--- src/etfdm_pkg.sv ---
package etfdm_pkg;

   // Field widths.
   localparam int TS_W     = 64;
   localparam int WORD_W   = 32;
   localparam int DUTY_W   = 10;

   // Packed widths of the stream payloads, rounded up to whole bytes.
   localparam int REQ_DATA_W = 72;
   localparam int RSP_DATA_W = 144;

   // Bit positions of the result fields inside rsp_tdata.
   localparam int RSP_VALID_LSB = 0;
   localparam int RSP_OK_LSB    = 1;
   localparam int RSP_EDGES_LSB = 2;
   localparam int RSP_FREQ_LSB  = 34;
   localparam int RSP_PER_LSB   = 66;
   localparam int RSP_DUTY_LSB  = 98;
   localparam int RSP_AGE_LSB   = 108;

   // Request kinds carried on req_tuser.
   localparam logic FUNC_EDGE = 1'b0;
   localparam logic FUNC_READ = 1'b1;

   // Reset value of the tick rate register.
   localparam logic [WORD_W-1:0] TPS_RESET = 32'd1032258;

   // Largest duty value a read can report.
   localparam logic [DUTY_W-1:0] DUTY_MAX = 10'd1000;

   // Division passes run by the shared unit during a read.
   typedef enum logic [1:0] {
      JOB_AGE,
      JOB_FREQ,
      JOB_PER,
      JOB_DUTY
   } job_type;

   // Iteration counts of each division, sized to the numerator width.
   localparam logic [6:0] STEPS_AGE  = 7'd64;
   localparam logic [6:0] STEPS_FREQ = 7'd32;
   localparam logic [6:0] STEPS_PER  = 7'd52;
   localparam logic [6:0] STEPS_DUTY = 7'd42;

endpackage

--- src/edge_timestamp_frequency_duty_meter_unit.sv ---
// Edge event: the block is ready again in the next cycle, no result.
// Read request: age is always computed; frequency, period and duty only when a
// valid period is held. The work is done by one shared 64-bit subtractor doing
// restoring division a bit per cycle.
// Synchronous active-high reset clears all measurement state, drops rsp_tvalid
// and loads the tick rate register with 1032258.
module edge_timestamp_frequency_duty_meter_unit
   import etfdm_pkg::*;
(
   input  logic                  clock,
   input  logic                  reset,
   // Request stream.
   input  logic                  req_tvalid,
   output logic                  req_tready,
   // tdata: pin_flagged[0], level_high[1], timestamp[65:2], zero pad[71:66].
   input  logic [REQ_DATA_W-1:0] req_tdata,
   // tuser: func (0 = edge event, 1 = read request).
   input  logic                  req_tuser,
   // Result stream.
   output logic                  rsp_tvalid,
   input  logic                  rsp_tready,
   // tdata: valid_res[0], measure_ok[1], edge_count[33:2], frequency_hz[65:34],
   // period_us[97:66], duty_permille[107:98], age_ms[139:108], zero pad[143:140].
   output logic [RSP_DATA_W-1:0] rsp_tdata,
   // Tick rate register write channel.
   input  logic                  csr_valid,
   output logic                  csr_ready,
   input  logic [WORD_W-1:0]     csr_data
);

   // Sequencer states.
   localparam logic [2:0] ST_IDLE = 3'd0;
   localparam logic [2:0] ST_MUL1 = 3'd1;
   localparam logic [2:0] ST_MUL2 = 3'd2;
   localparam logic [2:0] ST_DIV  = 3'd3;
   localparam logic [2:0] ST_NEXT = 3'd4;
   localparam logic [2:0] ST_DONE = 3'd5;

   logic [2:0]            state_ff, state_in;
   job_type               job_ff, job_in;
   logic                  pass_ff, pass_in;
   logic [6:0]            cnt_ff, cnt_in;

   // Measurement state.
   logic [WORD_W-1:0]     tps_ff, tps_in;
   logic [TS_W-1:0]       last_rise_ff, last_rise_in;
   logic [WORD_W-1:0]     period_ff, period_in;
   logic [WORD_W-1:0]     high_ff, high_in;
   logic [WORD_W-1:0]     edges_ff, edges_in;
   logic                  seen_rise_ff, seen_rise_in;
   logic                  seen_period_ff, seen_period_in;
   logic                  seen_high_ff, seen_high_in;

   // Datapath of the shared unit.
   logic [TS_W-1:0]       num_ff, num_in;
   logic [TS_W-1:0]       tmp_ff, tmp_in;
   logic [WORD_W-1:0]     rem_ff, rem_in;
   logic [WORD_W-1:0]     den_ff, den_in;
   logic [WORD_W-1:0]     age_ff, age_in;
   logic [WORD_W-1:0]     freq_ff, freq_in;
   logic [WORD_W-1:0]     per_ff, per_in;
   logic [DUTY_W-1:0]     duty_ff, duty_in;

   // Output register.
   logic                  rsp_valid_ff, rsp_valid_in;
   logic [RSP_DATA_W-1:0] rsp_data_ff, rsp_data_in;

   logic                  req_fire;
   logic                  in_flagged;
   logic                  in_level;
   logic [TS_W-1:0]       in_ts;
   logic [TS_W-1:0]       sub_a;
   logic [TS_W-1:0]       sub_b;
   logic [TS_W:0]         sub_res;
   logic                  sub_borrow;
   logic                  ts_later;
   logic                  meas_ok;
   logic                  duty_go;
   logic [WORD_W-1:0]     quot;
   logic                  rsp_free;

   assign in_flagged = req_tdata[0];
   assign in_level   = req_tdata[1];
   assign in_ts      = req_tdata[TS_W+1:2];

   // Neither channel takes a transfer while reset is held.
   assign req_tready = (state_ff == ST_IDLE) && !reset;
   assign req_fire   = req_tvalid && req_tready;
   assign csr_ready  = !reset;
   assign rsp_tvalid = rsp_valid_ff;
   assign rsp_tdata  = rsp_data_ff;

   // Operand selection for the one shared subtractor.
   always_comb begin
      unique case (state_ff)
         ST_MUL1: begin
            sub_a = tmp_ff << 10;
            sub_b = tmp_ff << 4;
         end
         ST_MUL2: begin
            sub_a = num_ff;
            sub_b = tmp_ff << 3;
         end
         ST_DIV: begin
            sub_a = {31'd0, rem_ff, num_ff[TS_W-1]};
            sub_b = {32'd0, den_ff};
         end
         default: begin
            sub_a = in_ts;
            sub_b = last_rise_ff;
         end
      endcase
   end

   assign sub_res    = {1'b0, sub_a} - {1'b0, sub_b};
   assign sub_borrow = sub_res[TS_W];
   assign ts_later   = !sub_borrow && (sub_res[TS_W-1:0] != '0);

   // A division by a zero tick rate reports zero.
   assign quot     = (den_ff == '0) ? '0 : num_ff[WORD_W-1:0];
   assign meas_ok  = seen_period_ff && (period_ff != '0);
   assign duty_go  = seen_high_ff && (high_ff <= period_ff);
   assign rsp_free = !rsp_valid_ff || rsp_tready;

   // Sequencer and next-state logic.
   always_comb begin
      state_in       = state_ff;
      job_in         = job_ff;
      pass_in        = pass_ff;
      cnt_in         = cnt_ff;
      tps_in         = tps_ff;
      last_rise_in   = last_rise_ff;
      period_in      = period_ff;
      high_in        = high_ff;
      edges_in       = edges_ff;
      seen_rise_in   = seen_rise_ff;
      seen_period_in = seen_period_ff;
      seen_high_in   = seen_high_ff;
      num_in         = num_ff;
      tmp_in         = tmp_ff;
      rem_in         = rem_ff;
      den_in         = den_ff;
      age_in         = age_ff;
      freq_in        = freq_ff;
      per_in         = per_ff;
      duty_in        = duty_ff;
      rsp_data_in    = rsp_data_ff;
      rsp_valid_in   = rsp_valid_ff && !rsp_tready;

      if (csr_valid && csr_ready) begin
         tps_in = csr_data;
      end

      unique case (state_ff)
         ST_IDLE: begin
            if (req_fire && (req_tuser == FUNC_EDGE)) begin
               // Edge event: the subtractor holds timestamp minus last rise.
               if (in_flagged) begin
                  edges_in = edges_ff + 32'd1;
                  if (in_level) begin
                     last_rise_in = in_ts;
                     seen_rise_in = 1'b1;
                     if (seen_rise_ff && ts_later) begin
                        period_in      = sub_res[WORD_W-1:0];
                        seen_period_in = 1'b1;
                     end
                  end else if (seen_rise_ff && ts_later) begin
                     high_in      = sub_res[WORD_W-1:0];
                     seen_high_in = 1'b1;
                  end
               end
            end else if (req_fire) begin
               // Read request: start with the time since the last rise.
               tmp_in   = sub_res[TS_W-1:0];
               job_in   = JOB_AGE;
               pass_in  = 1'b0;
               freq_in  = '0;
               per_in   = '0;
               duty_in  = '0;
               state_in = ST_MUL1;
            end
         end
         ST_MUL1: begin
            // First half of a multiply by 1000: x*1024 - x*16.
            num_in   = sub_res[TS_W-1:0];
            state_in = ST_MUL2;
         end
         ST_MUL2: begin
            // Second half: subtract x*8.
            if (pass_ff) begin
               tmp_in   = sub_res[TS_W-1:0];
               pass_in  = 1'b0;
               state_in = ST_MUL1;
            end else begin
               rem_in   = '0;
               state_in = ST_DIV;
               case (job_ff)
                  JOB_PER: begin
                     num_in = sub_res[TS_W-1:0] << 12;
                     den_in = tps_ff;
                     cnt_in = STEPS_PER;
                  end
                  JOB_DUTY: begin
                     num_in = sub_res[TS_W-1:0] << 22;
                     den_in = period_ff;
                     cnt_in = STEPS_DUTY;
                  end
                  default: begin
                     num_in = sub_res[TS_W-1:0];
                     den_in = tps_ff;
                     cnt_in = STEPS_AGE;
                  end
               endcase
            end
         end
         ST_DIV: begin
            // One restoring division step; quotient bits shift into num.
            if (sub_borrow) begin
               rem_in = sub_a[WORD_W-1:0];
            end else begin
               rem_in = sub_res[WORD_W-1:0];
            end
            num_in = {num_ff[TS_W-2:0], !sub_borrow};
            cnt_in = cnt_ff - 7'd1;
            if (cnt_ff == 7'd1) begin
               state_in = ST_NEXT;
            end
         end
         ST_NEXT: begin
            // Store the quotient and set up the next pass, or finish.
            case (job_ff)
               JOB_AGE: begin
                  age_in = quot;
                  if (meas_ok) begin
                     job_in   = JOB_FREQ;
                     num_in   = {tps_ff, 32'd0};
                     den_in   = period_ff;
                     rem_in   = '0;
                     cnt_in   = STEPS_FREQ;
                     state_in = ST_DIV;
                  end else begin
                     state_in = ST_DONE;
                  end
               end
               JOB_FREQ: begin
                  freq_in  = quot;
                  job_in   = JOB_PER;
                  tmp_in   = {32'd0, period_ff};
                  pass_in  = 1'b1;
                  state_in = ST_MUL1;
               end
               JOB_PER: begin
                  per_in = quot;
                  if (duty_go) begin
                     job_in   = JOB_DUTY;
                     tmp_in   = {32'd0, high_ff};
                     pass_in  = 1'b0;
                     state_in = ST_MUL1;
                  end else begin
                     state_in = ST_DONE;
                  end
               end
               default: begin
                  duty_in  = quot[DUTY_W-1:0];
                  state_in = ST_DONE;
               end
            endcase
         end
         ST_DONE: begin
            // Hand the result to the output register once it is free.
            if (rsp_free) begin
               rsp_valid_in = 1'b1;
               rsp_data_in  = {4'd0, age_ff, duty_ff, per_ff, freq_ff, edges_ff,
                               meas_ok, seen_period_ff};
               state_in     = ST_IDLE;
            end
         end
         default: begin
            state_in = ST_IDLE;
         end
      endcase
   end

   // Control and measurement state.
   always_ff @(posedge clock) begin
      if (reset) begin
         state_ff       <= ST_IDLE;
         job_ff         <= JOB_AGE;
         pass_ff        <= 1'b0;
         cnt_ff         <= '0;
         tps_ff         <= TPS_RESET;
         last_rise_ff   <= '0;
         period_ff      <= '0;
         high_ff        <= '0;
         edges_ff       <= '0;
         seen_rise_ff   <= 1'b0;
         seen_period_ff <= 1'b0;
         seen_high_ff   <= 1'b0;
         rsp_valid_ff   <= 1'b0;
      end else begin
         state_ff       <= state_in;
         job_ff         <= job_in;
         pass_ff        <= pass_in;
         cnt_ff         <= cnt_in;
         tps_ff         <= tps_in;
         last_rise_ff   <= last_rise_in;
         period_ff      <= period_in;
         high_ff        <= high_in;
         edges_ff       <= edges_in;
         seen_rise_ff   <= seen_rise_in;
         seen_period_ff <= seen_period_in;
         seen_high_ff   <= seen_high_in;
         rsp_valid_ff   <= rsp_valid_in;
      end
   end

   // Datapath registers.
   always_ff @(posedge clock) begin
      num_ff      <= num_in;
      tmp_ff      <= tmp_in;
      rem_ff      <= rem_in;
      den_ff      <= den_in;
      age_ff      <= age_in;
      freq_ff     <= freq_in;
      per_ff      <= per_in;
      duty_ff     <= duty_in;
      rsp_data_ff <= rsp_data_in;
   end

endmodule

--- config.mk ---
export PLATFORM = sky130hd
export DESIGN_NAME = edge_timestamp_frequency_duty_meter_unit
export DESIGN_NICKNAME = d
export VERILOG_FILES = /design/src/etfdm_pkg.sv /design/src/edge_timestamp_frequency_duty_meter_unit.sv
export SDC_FILE = /design/constraint.sdc
export NUM_CORES = 1
export LEC_CHECK = 0
export BUFFER_PORTS_ARGS = -buffer_cell sky130_fd_sc_hd__buf_2
export CORE_AREA = 2 2 276 278
export CTS_BUF_LIST = sky130_fd_sc_hd__clkbuf_4 sky130_fd_sc_hd__clkbuf_8
export CTS_CLUSTER_DIAMETER = 30
export CTS_CLUSTER_SIZE = 24
export DETAILED_ROUTE_END_ITERATION = 12
export DIE_AREA = 0 0 278 280
export PLACE_DENSITY = 0.6
export SLEW_MARGIN = 10
export SYNTH_ARGS = -nofsm -noshare
export SYNTH_HDL_FRONTEND = slang
export SYNTH_SLANG_ARGS = --single-unit
--- constraint.sdc ---
create_clock -name clock -period 10 [get_ports clock]
set_clock_uncertainty 0.05 [all_clocks]
set_input_delay 2 -clock clock [delete_from_list [all_inputs] [get_ports clock]]
set_output_delay 2 -clock clock [all_outputs]
set_load 0.05 [all_outputs]
=== Yosys cells after proc, flatten, opt, wreduce, memory -nomap -nowiden ===
Index checks and enable logic that the tools add are counted.

* Add/subtract/negate cells: 3
* Multipliers: 0
* Div/mod/pow operators: 0
* Magnitude comparators: 1
* Equal/unequal tests: 24
* Shifts and indexed selects: 0
* Multiplexer cells: 61
* Bitwise operators: 2
* Reduce and logical (&&, ||, !) cells: 41

{| class="wikitable"
|+ Operators with widths
! operator !! number
|-
| $mux 32 || 13
|-
| $pmux 64 s3 || 2
|-
| $pmux 64 s4 || 1
|-
| $mux 61 || 4
|-
| $mux 64 || 3
|-
| $pmux 32 s2 || 3
|-
| $pmux 61 s3 || 1
|-
| $pmux 64 s2 || 1
|-
| $pmux 61 s2 || 1
|-
| $pmux 32 s3 || 1
|-
| $sub 64x64->65 || 1
|-
| $reduce_bool 64->1 || 1
|-
| $add 32x1->32 const B || 1
|-
| $le 32x32->1 || 1
|-
| $logic_not 32->1 || 1
|-
| $reduce_and 4->1 || 8
|-
| $reduce_bool 32->1 || 1
|-
| $mux 10 || 3
|-
| $mux 7 || 3
|-
| $pmux 7 s3 || 1
|-
| $pmux 10 s2 || 1
|-
| $mux 3 || 6
|-
| $ne 2x2->1 const B || 9
|-
| $pmux 3 s6 || 1
|-
| other kinds (33) || 64
|}

* Flip-flop bits (word level): 644
* Latch bits: 0
* RAM bits: 0
* Bits in read-only memories: 0
* Bits of input ports: 110
* Output and inout bits: 147
* Memories: 0

=== Longest topological paths before layout ===
* Depth after elaboration: 7
* Depth in mapped cells: 25
* Mapped depth without buffers: 18

=== Worst setup path after synthesis ===
Ideal clock, no wire load.

* Path type: input to register
* Start: input port rsp_tready
* End: register rsp_data_ff[0] (netlist: rsp_tdata[0]) (enable)
* Arrival: 7.883 ns
* Slack: 1.426 ns
* Stages: 2
* Path buffers: 0
* Cell sequence: nor2b_1 nor2_1

* Longest elaborated chain between the ends: 2

{| class="wikitable"
|+ Ends and longest elaborated chain
! item !! line !! source
|-
| start: declaration || edge_timestamp_frequency_duty_meter_unit.sv:21 || <nowiki>input logic rsp_tready,</nowiki>
|-
| $logic_or 1x1->1 || edge_timestamp_frequency_duty_meter_unit.sv:123 || <nowiki>assign rsp_free = !rsp_valid_ff || rsp_tready;</nowiki>
|-
| $reduce_and 2->1 (no source line) || -- ||
|-
| end signal: assignment || edge_timestamp_frequency_duty_meter_unit.sv:327 || <nowiki>rsp_data_ff <= rsp_data_in;</nowiki>
|-
| end: declaration || edge_timestamp_frequency_duty_meter_unit.sv:66 || <nowiki>logic [RSP_DATA_W-1:0] rsp_data_ff, rsp_data_in;</nowiki>
|}

No other way between the ends.
A chain may end at the register's enable or synchronous reset.

=== Worst setup path after layout ===
* Start: register state_ff[1]
* End: register period_ff[0]

* Longest elaborated chain between the ends: 7
* Elaborated cells between the ends (all ways): 15
* Those cells by class: add/sub: 1; eq/ne: 3; mux: 2; reduce/logical: 9

{| class="wikitable"
|+ Ends and longest elaborated chain
! item !! line !! source
|-
| start: declaration || edge_timestamp_frequency_duty_meter_unit.sv:39 || <nowiki>logic [2:0] state_ff, state_in;</nowiki>
|-
| start signal: assignment || edge_timestamp_frequency_duty_meter_unit.sv:301 || <nowiki>state_ff <= state_in;</nowiki>
|-
| $eq 3x2->1 or $eq 3x1->1 (tied branches) || edge_timestamp_frequency_duty_meter_unit.sv:95 || <nowiki>unique case (state_ff)</nowiki>
|-
| $pmux 64 s3 || edge_timestamp_frequency_duty_meter_unit.sv:95 ||
|-
| $sub 64x64->65 || edge_timestamp_frequency_duty_meter_unit.sv:115 || <nowiki>assign sub_res = {1'b0, sub_a} - {1'b0, sub_b};</nowiki>
|-
| $reduce_bool 64->1 or $logic_not 1->1 (tied branches) || edge_timestamp_frequency_duty_meter_unit.sv:117 || <nowiki>assign ts_later = !sub_borrow && (sub_res[TS_W-1:0] != '0);</nowiki>
|-
| $logic_and 1x1->1 || edge_timestamp_frequency_duty_meter_unit.sv:117 ||
|-
| $logic_and 1x1->1 || edge_timestamp_frequency_duty_meter_unit.sv:163 || <nowiki>if (seen_rise_ff && ts_later) begin</nowiki>
|-
| $reduce_and 5->1 (no source line) || -- ||
|-
| end signal: assignment || edge_timestamp_frequency_duty_meter_unit.sv:307 || <nowiki>period_ff <= period_in;</nowiki>
|-
| end: declaration || edge_timestamp_frequency_duty_meter_unit.sv:47 || <nowiki>logic [WORD_W-1:0] period_ff, period_in;</nowiki>
|}

Parallel ways exist; a longest one is shown, timed or not.

==> run summary <==
max-cap viol count = 0
DRC = 0
I/O Buffers = 246
deepest clock path buffer count = 3
number of synthesized flops with an enable pin = 435
worst-margin pin slew = 1.19 ns
headroom to the max-slew limit = 20.1%
Worst-Skew Late Latency = 0.81 ns
RD Place Congestion = 0.978
fraction of final layout cells with drive strength greater than 1 = 17.7%
arrival time worst endpoint = 8.44 ns
first-pass GRT wire length = 175 mm
CTS tree = done
Unique masters post-synth = 98
R2R Path End = period_ff[0]
HPWL after DPL = 85.4 mm
setup TNS = 0 ns
Post-CTS Setup Inserts = 0
Area Overhead vs Synth = 16.7%
sequential cell area fraction in the yosys report = 51.5%
kind of critical path = flip-flop to flip-flop
core area = 0.0752 mm²
row cnt = 101
Tcrit/Tclk final = 78.0%
worst min-delay path category = flip-flop to flip-flop
initial DRC count = 3617
drt wl/cell = 25.1 µm
commonest register cell after synthesis = edfxtp_1
GR Overflow Total = 0
Initial Util = 44.5%
Post-Syn Instances = 3416
largest net degree at the start of global routing = 90
vias in the first global route = 27100
Final setup viols = 0
WHS Endpoint = rsp_tdata[123]
hold slack = 0.363 ns
Async SR Flop Fraction = 0%
pre-CTS WS = 2.13 ns
Critical Path Sink Type = flip-flop
Num Clock Sinks = 644
Final Hold Vio Count = 0
Pins Over Slew Limit = 0
width of the die = 278 µm
final WL = 119 mm
vias = 28600
flop2flop setup slack = 2.20 ns
Final Critical Period = 7.80 ns
status = completed
mapped cell area = 0.0335 mm²
slowest CP cell = a311oi_1
Worst Hold Depth = 0
worst hold start = age_ff[15]
height of the die = 280 µm
antenna violations before repair = 5
vias per cell = 6.03
register bit total from synthesis = 644
Critical Path RT = 10.64 ns
Worst R2R Start = state_ff[1]
nets = 3862
Max H-tree Level = 4
Syn Area/Cell = 9.80 µm²
cts repair resizes = 0
ANT nets after route = 0
CP Max Fanout = 46
critical path launch point type = flip-flop
Die Area = 0.0778 mm²
worst setup margin = 2.20 ns
num ports = 257
RSZ-0062 raised after global routing = no
Worst-path clk slew = 0.07 ns
fmax = 0.128 GHz
Post-Route Utilization = 51.9%
Overall Global Routing Usage = 30.0%
CTS Root Cell = clkbuf_8
critical path cell sequence = buf_4 > nor2b_1 > and2_2 > a22o_1 > ha_1 > fa_1 > nand2b_1 > a211oi_2 > o2111ai_1 > nand4_1 > a311oi_1 > o21ai_0 > xor2_1 > nor4b_1 > nand4_1 > o311a_2 > buf_4 > a21oi_1 > a211oi_1
WP buf/inv = 2
CP max stage delay = 0.91 ns
cells on worst reg2reg path = 19
First-pass DRT Iterations = 7
Synth Warn # = 0
hold buffers post-CTS = 0
cts bufs inserted = 144
CP top delay family = compound AO/OA/AOI/OAI gates
==> state kept, by name, indices dropped and copies added (netlist names) <==
| signal | count |
|---|---|
| tps_ff | 32 |
| job_ff | 2 |
| age_ff | 32 |
| rsp_tvalid | 1 |
| per_ff | 32 |
| state_ff | 3 |
| period_ff | 32 |
| seen_period_ff | 1 |
| high_ff | 32 |
| seen_rise_ff | 1 |
| duty_ff | 10 |
| tmp_ff | 61 |
| seen_high_ff | 1 |
| pass_ff | 1 |
| last_rise_ff | 64 |
| cnt_ff | 7 |
| edges_ff | 32 |
| num_ff | 64 |
| freq_ff | 32 |
| rsp_tdata | 140 |
| rem_ff | 32 |
| den_ff | 32 |
==> per-layer routing <==
layer | global-route usage (%) | part of all wire (%)
met4 | 13.5 | 4.2
met3 | 6.37 | 9.4
met1 | 41.5 | 42
met2 | 45.4 | 44
met5 | 0 | 0.023
==> how the worst max path moves through the flow <==
stage | startpoint | end | slack, ns | cells after the start
detailed placement | req_tdata[2] | high_ff[0] | 2.13 | 17
global route | state_ff[1] | period_ff[0] | 1.96 | 19
CTS | state_ff[1] | period_ff[0] | 2.42 | 19
finish | state_ff[1] | period_ff[0] | 2.20 | 19
floorplan | rsp_tready | rsp_tdata[0] | 1.43 | 2
global placement | req_tdata[3] | high_ff[0] | 2.12 | 18
==> final cells by class <==
| type | instances | area, µm² |
|---|---|---|
| fillers | 6872 | 36100 |
| clock buffers | 186 | 2380 |
| multi-input cells | 2474 | 15100 |
| repair buffers | 321 | 1830 |
| diodes | 2 | 5.00 |
| clock inverters | 82 | 1000 |
| flip-flops and latches | 644 | 17300 |
| inverters | 62 | 233 |
| well taps | 978 | 1220 |
==> worst reg2reg max path, delay by kind of cell, from the launching register on <==
kind / cells / cell delay [ns]
AOI/OAI and AO/OA: 8 / 3.44
and+or+nand+nor: 6 / 2.06
buffers and inverters: 2 / 0.78
adders and majority gates: 2 / 0.54
xor gates and xnor gates: 1 / 0.43
DFF: 1 / 0.42
==> cells in the final DEF (no fill, tap or decap), drive strengths merged, types with 11 or more instances in the layout <==
| master | netlist | layout |
|---|---|---|
| buf | 44 | 321 |
| a22oi | 124 | 124 |
| clkbuf | 191 | 186 |
| ha | 104 | 104 |
| xor2 | 45 | 45 |
| nand2b | 35 | 35 |
| o31ai | 26 | 26 |
| dfxtp | 209 | 209 |
| edfxtp | 435 | 435 |
| o21ai | 248 | 248 |
| xnor2 | 38 | 38 |
| bufinv | 0 | 17 |
| a21o | 30 | 30 |
| and2 | 62 | 62 |
| or3 | 21 | 21 |
| o221ai | 14 | 14 |
| nor2b | 53 | 53 |
| o211ai | 24 | 24 |
| nor3 | 32 | 32 |
| clkinv | 1 | 37 |
| and3 | 11 | 11 |
| nand4 | 52 | 52 |
| o21a | 24 | 24 |
| a21oi | 307 | 307 |
| a211oi | 20 | 20 |
| a31oi | 14 | 14 |
| and4 | 13 | 13 |
| nand3 | 88 | 88 |
| a22o | 14 | 14 |
| nor4 | 30 | 30 |
| nor2 | 279 | 279 |
| nand2 | 503 | 503 |
| inv | 61 | 80 |
| a222oi | 40 | 40 |
| mux2i | 103 | 103 |
==> cells by family (layout without fill, tap and decap cells) <==
family	Yosys count	in the layout	synth area share, %
xor+xnor	83	83	2.19
fa+ha+maj	105	105	3.95
flops	644	644	51.5
other cells	1	6	0.0112
compound gates	964	964	18.5
simple gates	1208	1208	16.6
buf+inv	301	651	3.86
mux	110	110	3.32
==> synthesized netlist by cell type, types with 8 or more instances <==
library cell	number	share of area [%]
a21oi_1	305	4.6
nand4_1	52	0.97
xnor2_1	37	0.97
a221oi_1	8	0.21
and3_1	10	0.19
nor2b_1	52	0.97
ha_1	104	3.9
o31ai_2	10	0.37
dfxtp_1	209	13
and4_1	12	0.31
inv_1	61	0.68
buf_1	27	0.30
mux2i_1	103	3.1
buf_6	8	0.27
and2_1	60	1.1
a22oi_1	124	2.8
o221ai_1	14	0.37
a21o_1	28	0.63
edfxtp_1	435	39
nor2_1	278	3.1
a211oi_1	18	0.40
a222oi_1	40	1.2
nor3_1	32	0.48
nor4_1	30	0.56
nand3_1	88	1.3
o21ai_0	244	3.6
o21a_1	24	0.54
clkbuf_1	186	2.1
nand2_1	502	5.6
o31ai_1	16	0.36
o211ai_1	24	0.54
xor2_1	45	1.2
nand2b_1	35	0.65
a22o_1	14	0.37
o21bai_1	10	0.22
or3_1	21	0.39
a31oi_1	14	0.26
==> metrics by stage <==
| step | area (µm²) | cells |
|---|---|---|
| global route | 39000 | 4748 |
| floorplan | 33500 | 3419 |
| global placement | 35700 | 4479 |
| finish | 39000 | 4749 |
| detailed placement | 35700 | 4479 |
| CTS | 39000 | 4747 |
Power is left out: the tool's default activity adds up to more than one toggle a clock period on the data nets, which glitch-free logic cannot reach.
